<file path="src/hw/rtl/lir_pkg.sv">
// ----------------------------------------------------------------------------
// lir_pkg: shared types and constants for the linear interpolation resampler
// Request payload types, configuration port layout and fixed limits.
// ----------------------------------------------------------------------------
`default_nettype none

package lir_pkg;

  localparam int SAMPLE_BITS   = 24;
  localparam int STEP_REG_BITS = 21;
  localparam int APB_ADDR_BITS = 3;
  localparam int APB_DATA_BITS = 32;
  localparam int REG_IDX_BITS  = 1;
  localparam int CNT_BITS      = 6;

  localparam logic [STEP_REG_BITS-1:0] STEP_RESET     = 21'd65536;
  localparam logic [REG_IDX_BITS-1:0]  REG_PHASE_STEP = 1'b0;
  localparam logic [CNT_BITS-1:0]      MAX_RESULTS    = 6'd34;

  typedef struct packed {
    logic signed [SAMPLE_BITS-1:0] sample_in;
    logic                          is_last;
  } in_t;

  typedef struct packed {
    logic signed [SAMPLE_BITS-1:0] sample_out;
    logic                          run_last;
    logic                          stream_end;
  } out_t;

endpackage

`default_nettype wire

</file>
<file path="src/hw/rtl/lir_cfg.sv">
// ----------------------------------------------------------------------------
// lir_cfg: configuration register file
// Holds the phase step register behind the APB port and supplies the step
// saturated to the supported range.
// ----------------------------------------------------------------------------
`default_nettype none

module lir_cfg #(
  parameter int FRAC_BITS = 16
) (
  input  wire logic                              clk_i,
  input  wire logic                              rst_ni,
  input  wire logic                              psel,
  input  wire logic                              penable,
  input  wire logic                              pwrite,
  input  wire logic [lir_pkg::APB_ADDR_BITS-1:0] paddr,
  input  wire logic [lir_pkg::APB_DATA_BITS-1:0] pwdata,
  output logic      [lir_pkg::APB_DATA_BITS-1:0] prdata,
  output logic                                   pready,
  output logic      [FRAC_BITS+4:0]              step_o
);
  import lir_pkg::*;

  localparam int          STEP_W  = FRAC_BITS + 5;
  localparam logic [31:0] StepMin = 32'd1 << (FRAC_BITS - 4);
  localparam logic [31:0] StepMax = 32'd16 << FRAC_BITS;

  logic [STEP_REG_BITS-1:0] phase_step_q;
  logic [REG_IDX_BITS-1:0]  reg_idx;
  logic [31:0]              raw_step;
  logic [31:0]              sat_step;

  assign reg_idx = paddr[APB_ADDR_BITS-1 -: REG_IDX_BITS];
  assign pready  = 1'b1;

  always_ff @(posedge clk_i or negedge rst_ni) begin
    if (!rst_ni) begin
      phase_step_q <= STEP_RESET;
    end else if (psel && penable && pwrite && reg_idx == REG_PHASE_STEP) begin
      phase_step_q <= pwdata[STEP_REG_BITS-1:0];
    end
  end

  always_comb begin
    prdata = '0;
    if (psel && reg_idx == REG_PHASE_STEP) begin
      prdata = APB_DATA_BITS'(phase_step_q);
    end
  end

  always_comb begin
    raw_step = 32'(phase_step_q);
    if (raw_step < StepMin) begin
      sat_step = StepMin;
    end else if (raw_step > StepMax) begin
      sat_step = StepMax;
    end else begin
      sat_step = raw_step;
    end
  end

  assign step_o = sat_step[STEP_W-1:0];

endmodule

`default_nettype wire

</file>
<file path="src/hw/rtl/lir_lerp.sv">
// ----------------------------------------------------------------------------
// lir_lerp: shared interpolation unit
// Two-stage multiply then round-and-add, giving a + (b - a) * frac or b.
// ----------------------------------------------------------------------------
`default_nettype none

module lir_lerp #(
  parameter int FRAC_BITS = 16
) (
  input  wire logic                                   clk_i,
  input  wire logic                                   mul_en_i,
  input  wire logic                                   add_en_i,
  input  wire logic                                   interp_i,
  input  wire logic signed [lir_pkg::SAMPLE_BITS-1:0] a_i,
  input  wire logic signed [lir_pkg::SAMPLE_BITS-1:0] b_i,
  input  wire logic        [FRAC_BITS-1:0]            frac_i,
  output logic signed      [lir_pkg::SAMPLE_BITS-1:0] res_o
);
  import lir_pkg::*;

  localparam int DIFF_W = SAMPLE_BITS + 1;
  localparam int PROD_W = DIFF_W + FRAC_BITS + 1;
  localparam logic signed [PROD_W-1:0] Half = PROD_W'(1) <<< (FRAC_BITS - 1);

  logic signed [DIFF_W-1:0]      diff;
  logic signed [FRAC_BITS:0]     frac_s;
  logic signed [PROD_W-1:0]      prod_d;
  logic signed [PROD_W-1:0]      prod_q;
  logic signed [SAMPLE_BITS-1:0] a_q;
  logic signed [SAMPLE_BITS-1:0] b_q;
  logic                          interp_q;
  logic signed [PROD_W-1:0]      shifted;
  logic signed [PROD_W-1:0]      sum;
  logic signed [SAMPLE_BITS-1:0] res_d;
  logic signed [SAMPLE_BITS-1:0] res_q;

  assign diff   = DIFF_W'(b_i) - DIFF_W'(a_i);
  assign frac_s = {1'b0, frac_i};
  assign prod_d = diff * frac_s;

  always_ff @(posedge clk_i) begin
    if (mul_en_i) begin
      prod_q   <= prod_d;
      a_q      <= a_i;
      b_q      <= b_i;
      interp_q <= interp_i;
    end
  end

  assign shifted = (prod_q + Half) >>> FRAC_BITS;
  assign sum     = shifted + PROD_W'(a_q);
  assign res_d   = interp_q ? sum[SAMPLE_BITS-1:0] : b_q;

  always_ff @(posedge clk_i) begin
    if (add_en_i) begin
      res_q <= res_d;
    end
  end

  assign res_o = res_q;

endmodule

`default_nettype wire

</file>
<file path="src/hw/rtl/linear_interp_resampler.sv">
// ----------------------------------------------------------------------------
// linear_interp_resampler: one-channel linear interpolation rate converter
// Top level: request sequencer, stream state, config port and lerp unit.
// ----------------------------------------------------------------------------
// Each accepted sample is held while the sequencer walks the output positions
// that fall before it, one at a time: ST_EVAL tests the position against the
// segment and clip limit and loads the product register of the shared
// multiplier, ST_MUL rounds and adds the result into the output register, then
// the result waits there in ST_OUT until taken.
// The block takes no new sample until the last result of the current one is
// taken. Write phase_step only while the block is idle.
`default_nettype none

module linear_interp_resampler #(
  parameter int FRAC_BITS  = 16,
  parameter int INDEX_BITS = 24
) (
  input  wire logic                              clk_i,
  input  wire logic                              rst_ni,
  input  wire logic                              in_valid_i,
  output logic                                   in_ready_o,
  input  wire lir_pkg::in_t                      in_data_i,
  output logic                                   out_valid_o,
  input  wire logic                              out_ready_i,
  output lir_pkg::out_t                          out_data_o,
  input  wire logic                              psel,
  input  wire logic                              penable,
  input  wire logic                              pwrite,
  input  wire logic [lir_pkg::APB_ADDR_BITS-1:0] paddr,
  input  wire logic [lir_pkg::APB_DATA_BITS-1:0] pwdata,
  output logic      [lir_pkg::APB_DATA_BITS-1:0] prdata,
  output logic                                   pready
);
  import lir_pkg::*;

  localparam int STEP_W = FRAC_BITS + 5;
  localparam int POS_W  = INDEX_BITS + FRAC_BITS;
  localparam int TEST_W = POS_W + 1;
  localparam int LIM_W  = POS_W + 2;

  localparam logic [1:0] ST_IDLE = 2'd0;
  localparam logic [1:0] ST_EVAL = 2'd1;
  localparam logic [1:0] ST_MUL  = 2'd2;
  localparam logic [1:0] ST_OUT  = 2'd3;

  logic [1:0]                    state_q;
  logic [1:0]                    state_d;
  logic [STEP_W-1:0]             step;
  logic signed [SAMPLE_BITS-1:0] prev_q;
  logic signed [SAMPLE_BITS-1:0] cur_q;
  logic                          last_q;
  logic                          have_prev_q;
  logic                          emitted_q;
  logic [POS_W-1:0]              pos_q;
  logic [INDEX_BITS-1:0]         idx_q;
  logic [CNT_BITS-1:0]           cnt_q;
  logic                          more_q;
  logic signed [SAMPLE_BITS-1:0] lerp_res;

  logic [INDEX_BITS-1:0] prev_idx;
  logic                  in_seg;
  logic [TEST_W-1:0]     test_pos;
  logic [INDEX_BITS:0]   idx_inc;
  logic [LIM_W-1:0]      limit;
  logic                  counted;
  logic                  go;
  logic                  in_fire;
  logic                  out_fire;
  logic                  finish;
  logic                  mul_en;
  logic                  add_en;

  lir_cfg #(
    .FRAC_BITS(FRAC_BITS)
  ) u_cfg (
    .clk_i  (clk_i),
    .rst_ni (rst_ni),
    .psel   (psel),
    .penable(penable),
    .pwrite (pwrite),
    .paddr  (paddr),
    .pwdata (pwdata),
    .prdata (prdata),
    .pready (pready),
    .step_o (step)
  );

  lir_lerp #(
    .FRAC_BITS(FRAC_BITS)
  ) u_lerp (
    .clk_i   (clk_i),
    .mul_en_i(mul_en),
    .add_en_i(add_en),
    .interp_i(in_seg),
    .a_i     (prev_q),
    .b_i     (cur_q),
    .frac_i  (pos_q[FRAC_BITS-1:0]),
    .res_o   (lerp_res)
  );

  assign prev_idx = idx_q - INDEX_BITS'(1);
  assign in_seg   = have_prev_q && (pos_q[POS_W-1:FRAC_BITS] == prev_idx);
  assign test_pos = {pos_q, 1'b0} + TEST_W'(step);
  assign idx_inc  = (INDEX_BITS + 1)'(idx_q) + (INDEX_BITS + 1)'(1);
  assign limit    = {idx_inc, {(FRAC_BITS + 1){1'b0}}};
  assign counted  = {1'b0, test_pos} <= limit;
  assign go       = (cnt_q < MAX_RESULTS) &&
                    (last_q ? (counted || (cnt_q == '0 && !emitted_q)) : in_seg);

  assign in_ready_o  = (state_q == ST_IDLE);
  assign out_valid_o = (state_q == ST_OUT);
  assign in_fire     = in_valid_i && in_ready_o;
  assign out_fire    = out_valid_o && out_ready_i;
  assign mul_en      = (state_q == ST_EVAL) && go;
  assign add_en      = (state_q == ST_MUL);
  assign finish      = ((state_q == ST_EVAL) && !go) || (out_fire && !more_q);

  assign out_data_o.sample_out = lerp_res;
  assign out_data_o.run_last   = !more_q;
  assign out_data_o.stream_end = last_q && !more_q;

  always_comb begin
    state_d = state_q;
    case (state_q)
      ST_IDLE: begin
        if (in_fire) begin
          state_d = ST_EVAL;
        end
      end
      ST_EVAL: begin
        state_d = go ? ST_MUL : ST_IDLE;
      end
      ST_MUL: begin
        state_d = ST_OUT;
      end
      ST_OUT: begin
        if (out_fire) begin
          state_d = more_q ? ST_EVAL : ST_IDLE;
        end
      end
      default: begin
        state_d = ST_IDLE;
      end
    endcase
  end

  always_ff @(posedge clk_i or negedge rst_ni) begin
    if (!rst_ni) begin
      state_q <= ST_IDLE;
    end else begin
      state_q <= state_d;
    end
  end

  always_ff @(posedge clk_i) begin
    if (in_fire) begin
      cur_q  <= in_data_i.sample_in;
      last_q <= in_data_i.is_last;
    end
  end

  always_ff @(posedge clk_i or negedge rst_ni) begin
    if (!rst_ni) begin
      prev_q      <= '0;
      have_prev_q <= 1'b0;
      emitted_q   <= 1'b0;
      pos_q       <= '0;
      idx_q       <= '0;
      cnt_q       <= '0;
      more_q      <= 1'b0;
    end else begin
      if (in_fire) begin
        cnt_q <= '0;
      end
      if (mul_en) begin
        pos_q     <= pos_q + POS_W'(step);
        cnt_q     <= cnt_q + CNT_BITS'(1);
        emitted_q <= 1'b1;
      end
      if (add_en) begin
        more_q <= go;
      end
      if (finish) begin
        if (last_q) begin
          prev_q      <= '0;
          have_prev_q <= 1'b0;
          emitted_q   <= 1'b0;
          pos_q       <= '0;
          idx_q       <= '0;
        end else begin
          prev_q      <= cur_q;
          have_prev_q <= 1'b1;
          idx_q       <= idx_q + INDEX_BITS'(1);
        end
      end
    end
  end

  a_result_cap : assert property (@(posedge clk_i) disable iff (!rst_ni)
    cnt_q <= MAX_RESULTS)
    else $error("result count beyond limit");

  a_busy_after_accept : assert property (@(posedge clk_i) disable iff (!rst_ni)
    in_fire |=> !in_ready_o)
    else $error("ready while a request is in work");

  a_more_stays_busy : assert property (@(posedge clk_i) disable iff (!rst_ni)
    (out_fire && !out_data_o.run_last) |=> (!in_ready_o && !out_valid_o))
    else $error("run ended before last result");

  a_last_frees : assert property (@(posedge clk_i) disable iff (!rst_ni)
    (out_fire && out_data_o.run_last) |=> in_ready_o)
    else $error("not ready after last result");

  a_end_is_last : assert property (@(posedge clk_i) disable iff (!rst_ni)
    (out_valid_o && out_data_o.stream_end) |-> (out_data_o.run_last && last_q))
    else $error("stream end without run end");

endmodule

`default_nettype wire
</file>
<file path="config.mk">
export PLATFORM = sky130hd
export DESIGN_NAME = linear_interp_resampler
export DESIGN_NICKNAME = d
export VERILOG_FILES = /design/src/hw/rtl/lir_pkg.sv /design/src/hw/rtl/lir_cfg.sv /design/src/hw/rtl/lir_lerp.sv /design/src/hw/rtl/linear_interp_resampler.sv
export SDC_FILE = /design/constraint.sdc
export NUM_CORES = 2
export LEC_CHECK = 0
export BUFFER_PORTS_ARGS = -buffer_cell sky130_fd_sc_hd__buf_2
export CORE_ASPECT_RATIO = 0.8
export CORE_UTILIZATION = 65
export CTS_BUF_LIST = sky130_fd_sc_hd__clkbuf_4 sky130_fd_sc_hd__clkbuf_8 sky130_fd_sc_hd__clkbuf_16
export CTS_CLUSTER_DIAMETER = 150
export CTS_CLUSTER_SIZE = 28
export DETAILED_ROUTE_END_ITERATION = 16
export PLACE_DENSITY = 0.83
export SLEW_MARGIN = 15
export SYNTH_ARGS = -nofsm -noshare
export SYNTH_HDL_FRONTEND = slang
export SYNTH_SLANG_ARGS = --single-unit
</file>
<file path="constraint.sdc">
create_clock -name clk_i -period 18.6 [get_ports clk_i]
set_clock_uncertainty 0.15 [all_clocks]
set_input_delay 1.86 -clock clk_i [delete_from_list [all_inputs] [get_ports clk_i]]
set_output_delay 1.86 -clock clk_i [all_outputs]
set_load 0.1 [all_outputs]
</file>
==> run metrics <==
Die X-Extent around 240 um; DRT Pass-1 Iters 6; worst slew pin tran roughly 1.2 ns; Total GRT Usage between 30% and 40%; Met3 Routed Length about 7800 um; f_max between 90 and 100 MHz; GP Congestion around 0.96; Residual DRC 0; routed len/inst 20.13 um; synthesis-to-layout area growth 4.914%; WP depth 31; Final Cycle Share between 50% and 60%; most frequent cells after synthesis inv_1, fa_1, nand2_1, ha_1, and2_1; core area 0.04563 sq mm; Detailed Place HPWL 60,670 um; slowest cell on the critical path nor4_1; syn_area_per_cell 9.332 sq um; Synth top area share between 20% and 30%; number of global-route vias before repair 24,593; max-cap violations 0; CP max stage delay between 0.9 and 1 ns; Total Wirelength 77,760 um; die footprint between 0.04 and 0.05 sq mm; Fillers 3,471; clock sink count approximately 240; share of synthesized registers carrying an async set or reset 49.38%; initial antenna violation count 1; later-pin clock latency in the skew report 0.51 ns; grt ovf 0; Metal-1 WL 31,120 um; Setup crit start kind flop; worst hold path type flop to flop; FP Rows 70; slew margin rel. 19.49%; initial core utilization 65.90%; CP startpoint u_cfg.phase_step_q[18]$_DFFE_PN0P_; TritonCTS Buffers 12; first-pass GRT wire length 127,600 um; sequential fraction of the synthesis area 22.27%; Setup-failing EPs final 0; met2 wire length ~36,000 um; Hold Fails Final Rpt 0; Setup TNS Final 0 ns; crit path max fanout 74; Syn. warnings 0; CTS tree done; top_reg_cell synth edfxtp_1; Final Non-Filler Cells 3,863; r2r setup slk 8.05 ns; synthesized flop and latch total 243; crit end category flop; htree depth 1; Final Max Tran Viols 0; top cells by area, synth fa_1, edfxtp_1, dfrtp_1, ha_1, inv_1; post-placement cell count 3,842; cells on worst reg2reg path 31; status complete, no violations; cell family with most CP delay simple AND/OR/NAND/NOR gates; Die Y between 150 and 200 um; post-CTS setup buffers 0; vias per inst 6.108; count leader, synth inv_1; number of synthesized flops with an enable pin between 100 and 150; hold_ws roughly 0.30 ns; CTS root buf clkbuf_16; 1st-iter DRT viols 2,182; DR vias around 24,000; Nets ~4,000; Hold-fix buffers, CTS 0; clk slew on worst S/H paths around 0.12 ns; synthesized area 0.03007 sq mm; Post-CTS Resized 0; post-synth cell types 86; synthesized instance count ~3,200; Layout Utilization 69.13%; RSZ-0062 raised after global routing false; Crit Path Class flop to flop; CP Capture Point u_lerp.b_q[0]$_DFFE_PN_; pin count of the biggest net entering global routing 75; Routed Antenna Nets 0; IO buf count 102; Req. time, crit path ~19 ns; Critical R2R Launch u_cfg.phase_step_q[18]$_DFFE_PN0P_; RR Endpoint u_lerp.b_q[0]$_DFFE_PN_; data arrival time of the worst path between 10 and 15 ns; CTS max path bufs 3; Buf/Inv on CP 4; area leader, netlist fa_1; Top Metal Used met4; ratio of cells with drive above 1 in the final layout 7.785%; fin crit period 10.55 ns; # IOs approximately 130
-- worst min path at each step --
| stage | from | to | slack, ns | depth (start not counted) |
|---|---|---|---|---|
| 2_1_floorplan | prev_q[10]$_DFFE_PN0N_ | u_lerp.a_q[10]$_DFFE_PN_ | 0.27 | 0 |
| 3_3_place_gp | prev_q[14]$_DFFE_PN0N_ | u_lerp.a_q[14]$_DFFE_PN_ | 0.28 | 0 |
| 3_5_place_dp | prev_q[13]$_DFFE_PN0N_ | u_lerp.a_q[13]$_DFFE_PN_ | 0.28 | 0 |
| 4_1_cts | prev_q[13]$_DFFE_PN0N_ | u_lerp.a_q[13]$_DFFE_PN_ | 0.31 | 0 |
| 5_1_grt | prev_q[20]$_DFFE_PN0N_ | u_lerp.a_q[20]$_DFFE_PN_ | 0.32 | 0 |
| 6_report | prev_q[3]$_DFFE_PN0N_ | u_lerp.a_q[3]$_DFFE_PN_ | 0.30 | 0 |
-- layer usage --
metal | global-route usage (%) | vias up
li1 | - | 10554
met2 | 55.52 | 1204
met3 | 6.255 | 168
met5 | 0 | -
met1 | 46.48 | 11668
met4 | 10.83 | 0
-- flip-flops by register name (all words and copies together), names as in the netlist, 6 cells and up, named ones only --
| register | count |
|---|---|
| u_lerp.prod_q | 25 |
| u_lerp.b_q | 24 |
| idx_q | 24 |
| u_lerp.a_q | 24 |
| u_lerp.res_o | 24 |
| cnt_q | 6 |
| pos_q | 40 |
| u_cfg.phase_step_q | 21 |
| cur_q | 24 |
| prev_q | 24 |
-- area by class of cell --
| class | instances | area (sq um) | area share, % |
|---|---|---|---|
| diodes | 1 | 2.502 | 0.007932 |
| clock buffers | 19 | 370.4 | 1.174 |
| clock inverters | 1 | 11.26 | 0.03570 |
| inverters | 521 | 1957 | 6.203 |
| multi-input cells | 2318 | 20880 | 66.20 |
| flip-flops and latches | 243 | 6698 | 21.23 |
| well taps | 612 | 765.7 | 2.427 |
| repair buffers | 148 | 858.3 | 2.721 |
-- cells in the final DEF, fill, tap and decap left out, drive strengths merged, types with 28 or more instances in the layout --
| master | n |
|---|---|
| xor2 | 66 |
| xnor2 | 131 |
| o21a | 29 |
| mux2 | 45 |
| ha | 210 |
| nor3 | 49 |
| edfxtp | 123 |
| a21o | 43 |
| and2 | 202 |
| o21ai | 103 |
| inv | 518 |
| nand4 | 28 |
| dfrtp | 119 |
| and3 | 29 |
| nor2 | 125 |
| nand2 | 313 |
| or3 | 38 |
| a21oi | 96 |
| o31ai | 35 |
| buf | 148 |
| fa | 376 |
| nor2b | 45 |
| nand3 | 80 |
-- through the flow --
step,setup WS [ns],instance area (sq um)
after CTS,8.148,31540
after floorplan,8.956,30110
after global placement,8.404,31150
after global routing,7.214,31540
final,8.049,31550
after detailed placement,8.201,31150
-- kinds of logic (layout without fill, tap and decap cells) --
kind of cell	Yosys count	in the layout	synth area share, %
multiplexers	68	68	2.463
buffers and inverters	671	689	8.609
adder cells (fa/ha/maj)	589	589	33.87
AND/OR/NAND/NOR	1004	1004	17.14
AO/OA/AOI/OAI	448	448	9.874
XOR/XNOR	197	197	5.738
other	2	13	0.02498
flip-flops	243	243	22.27
Power is left out: the tool's default activity adds up to more than one toggle a clock period on the data nets, which glitch-free logic cannot reach.
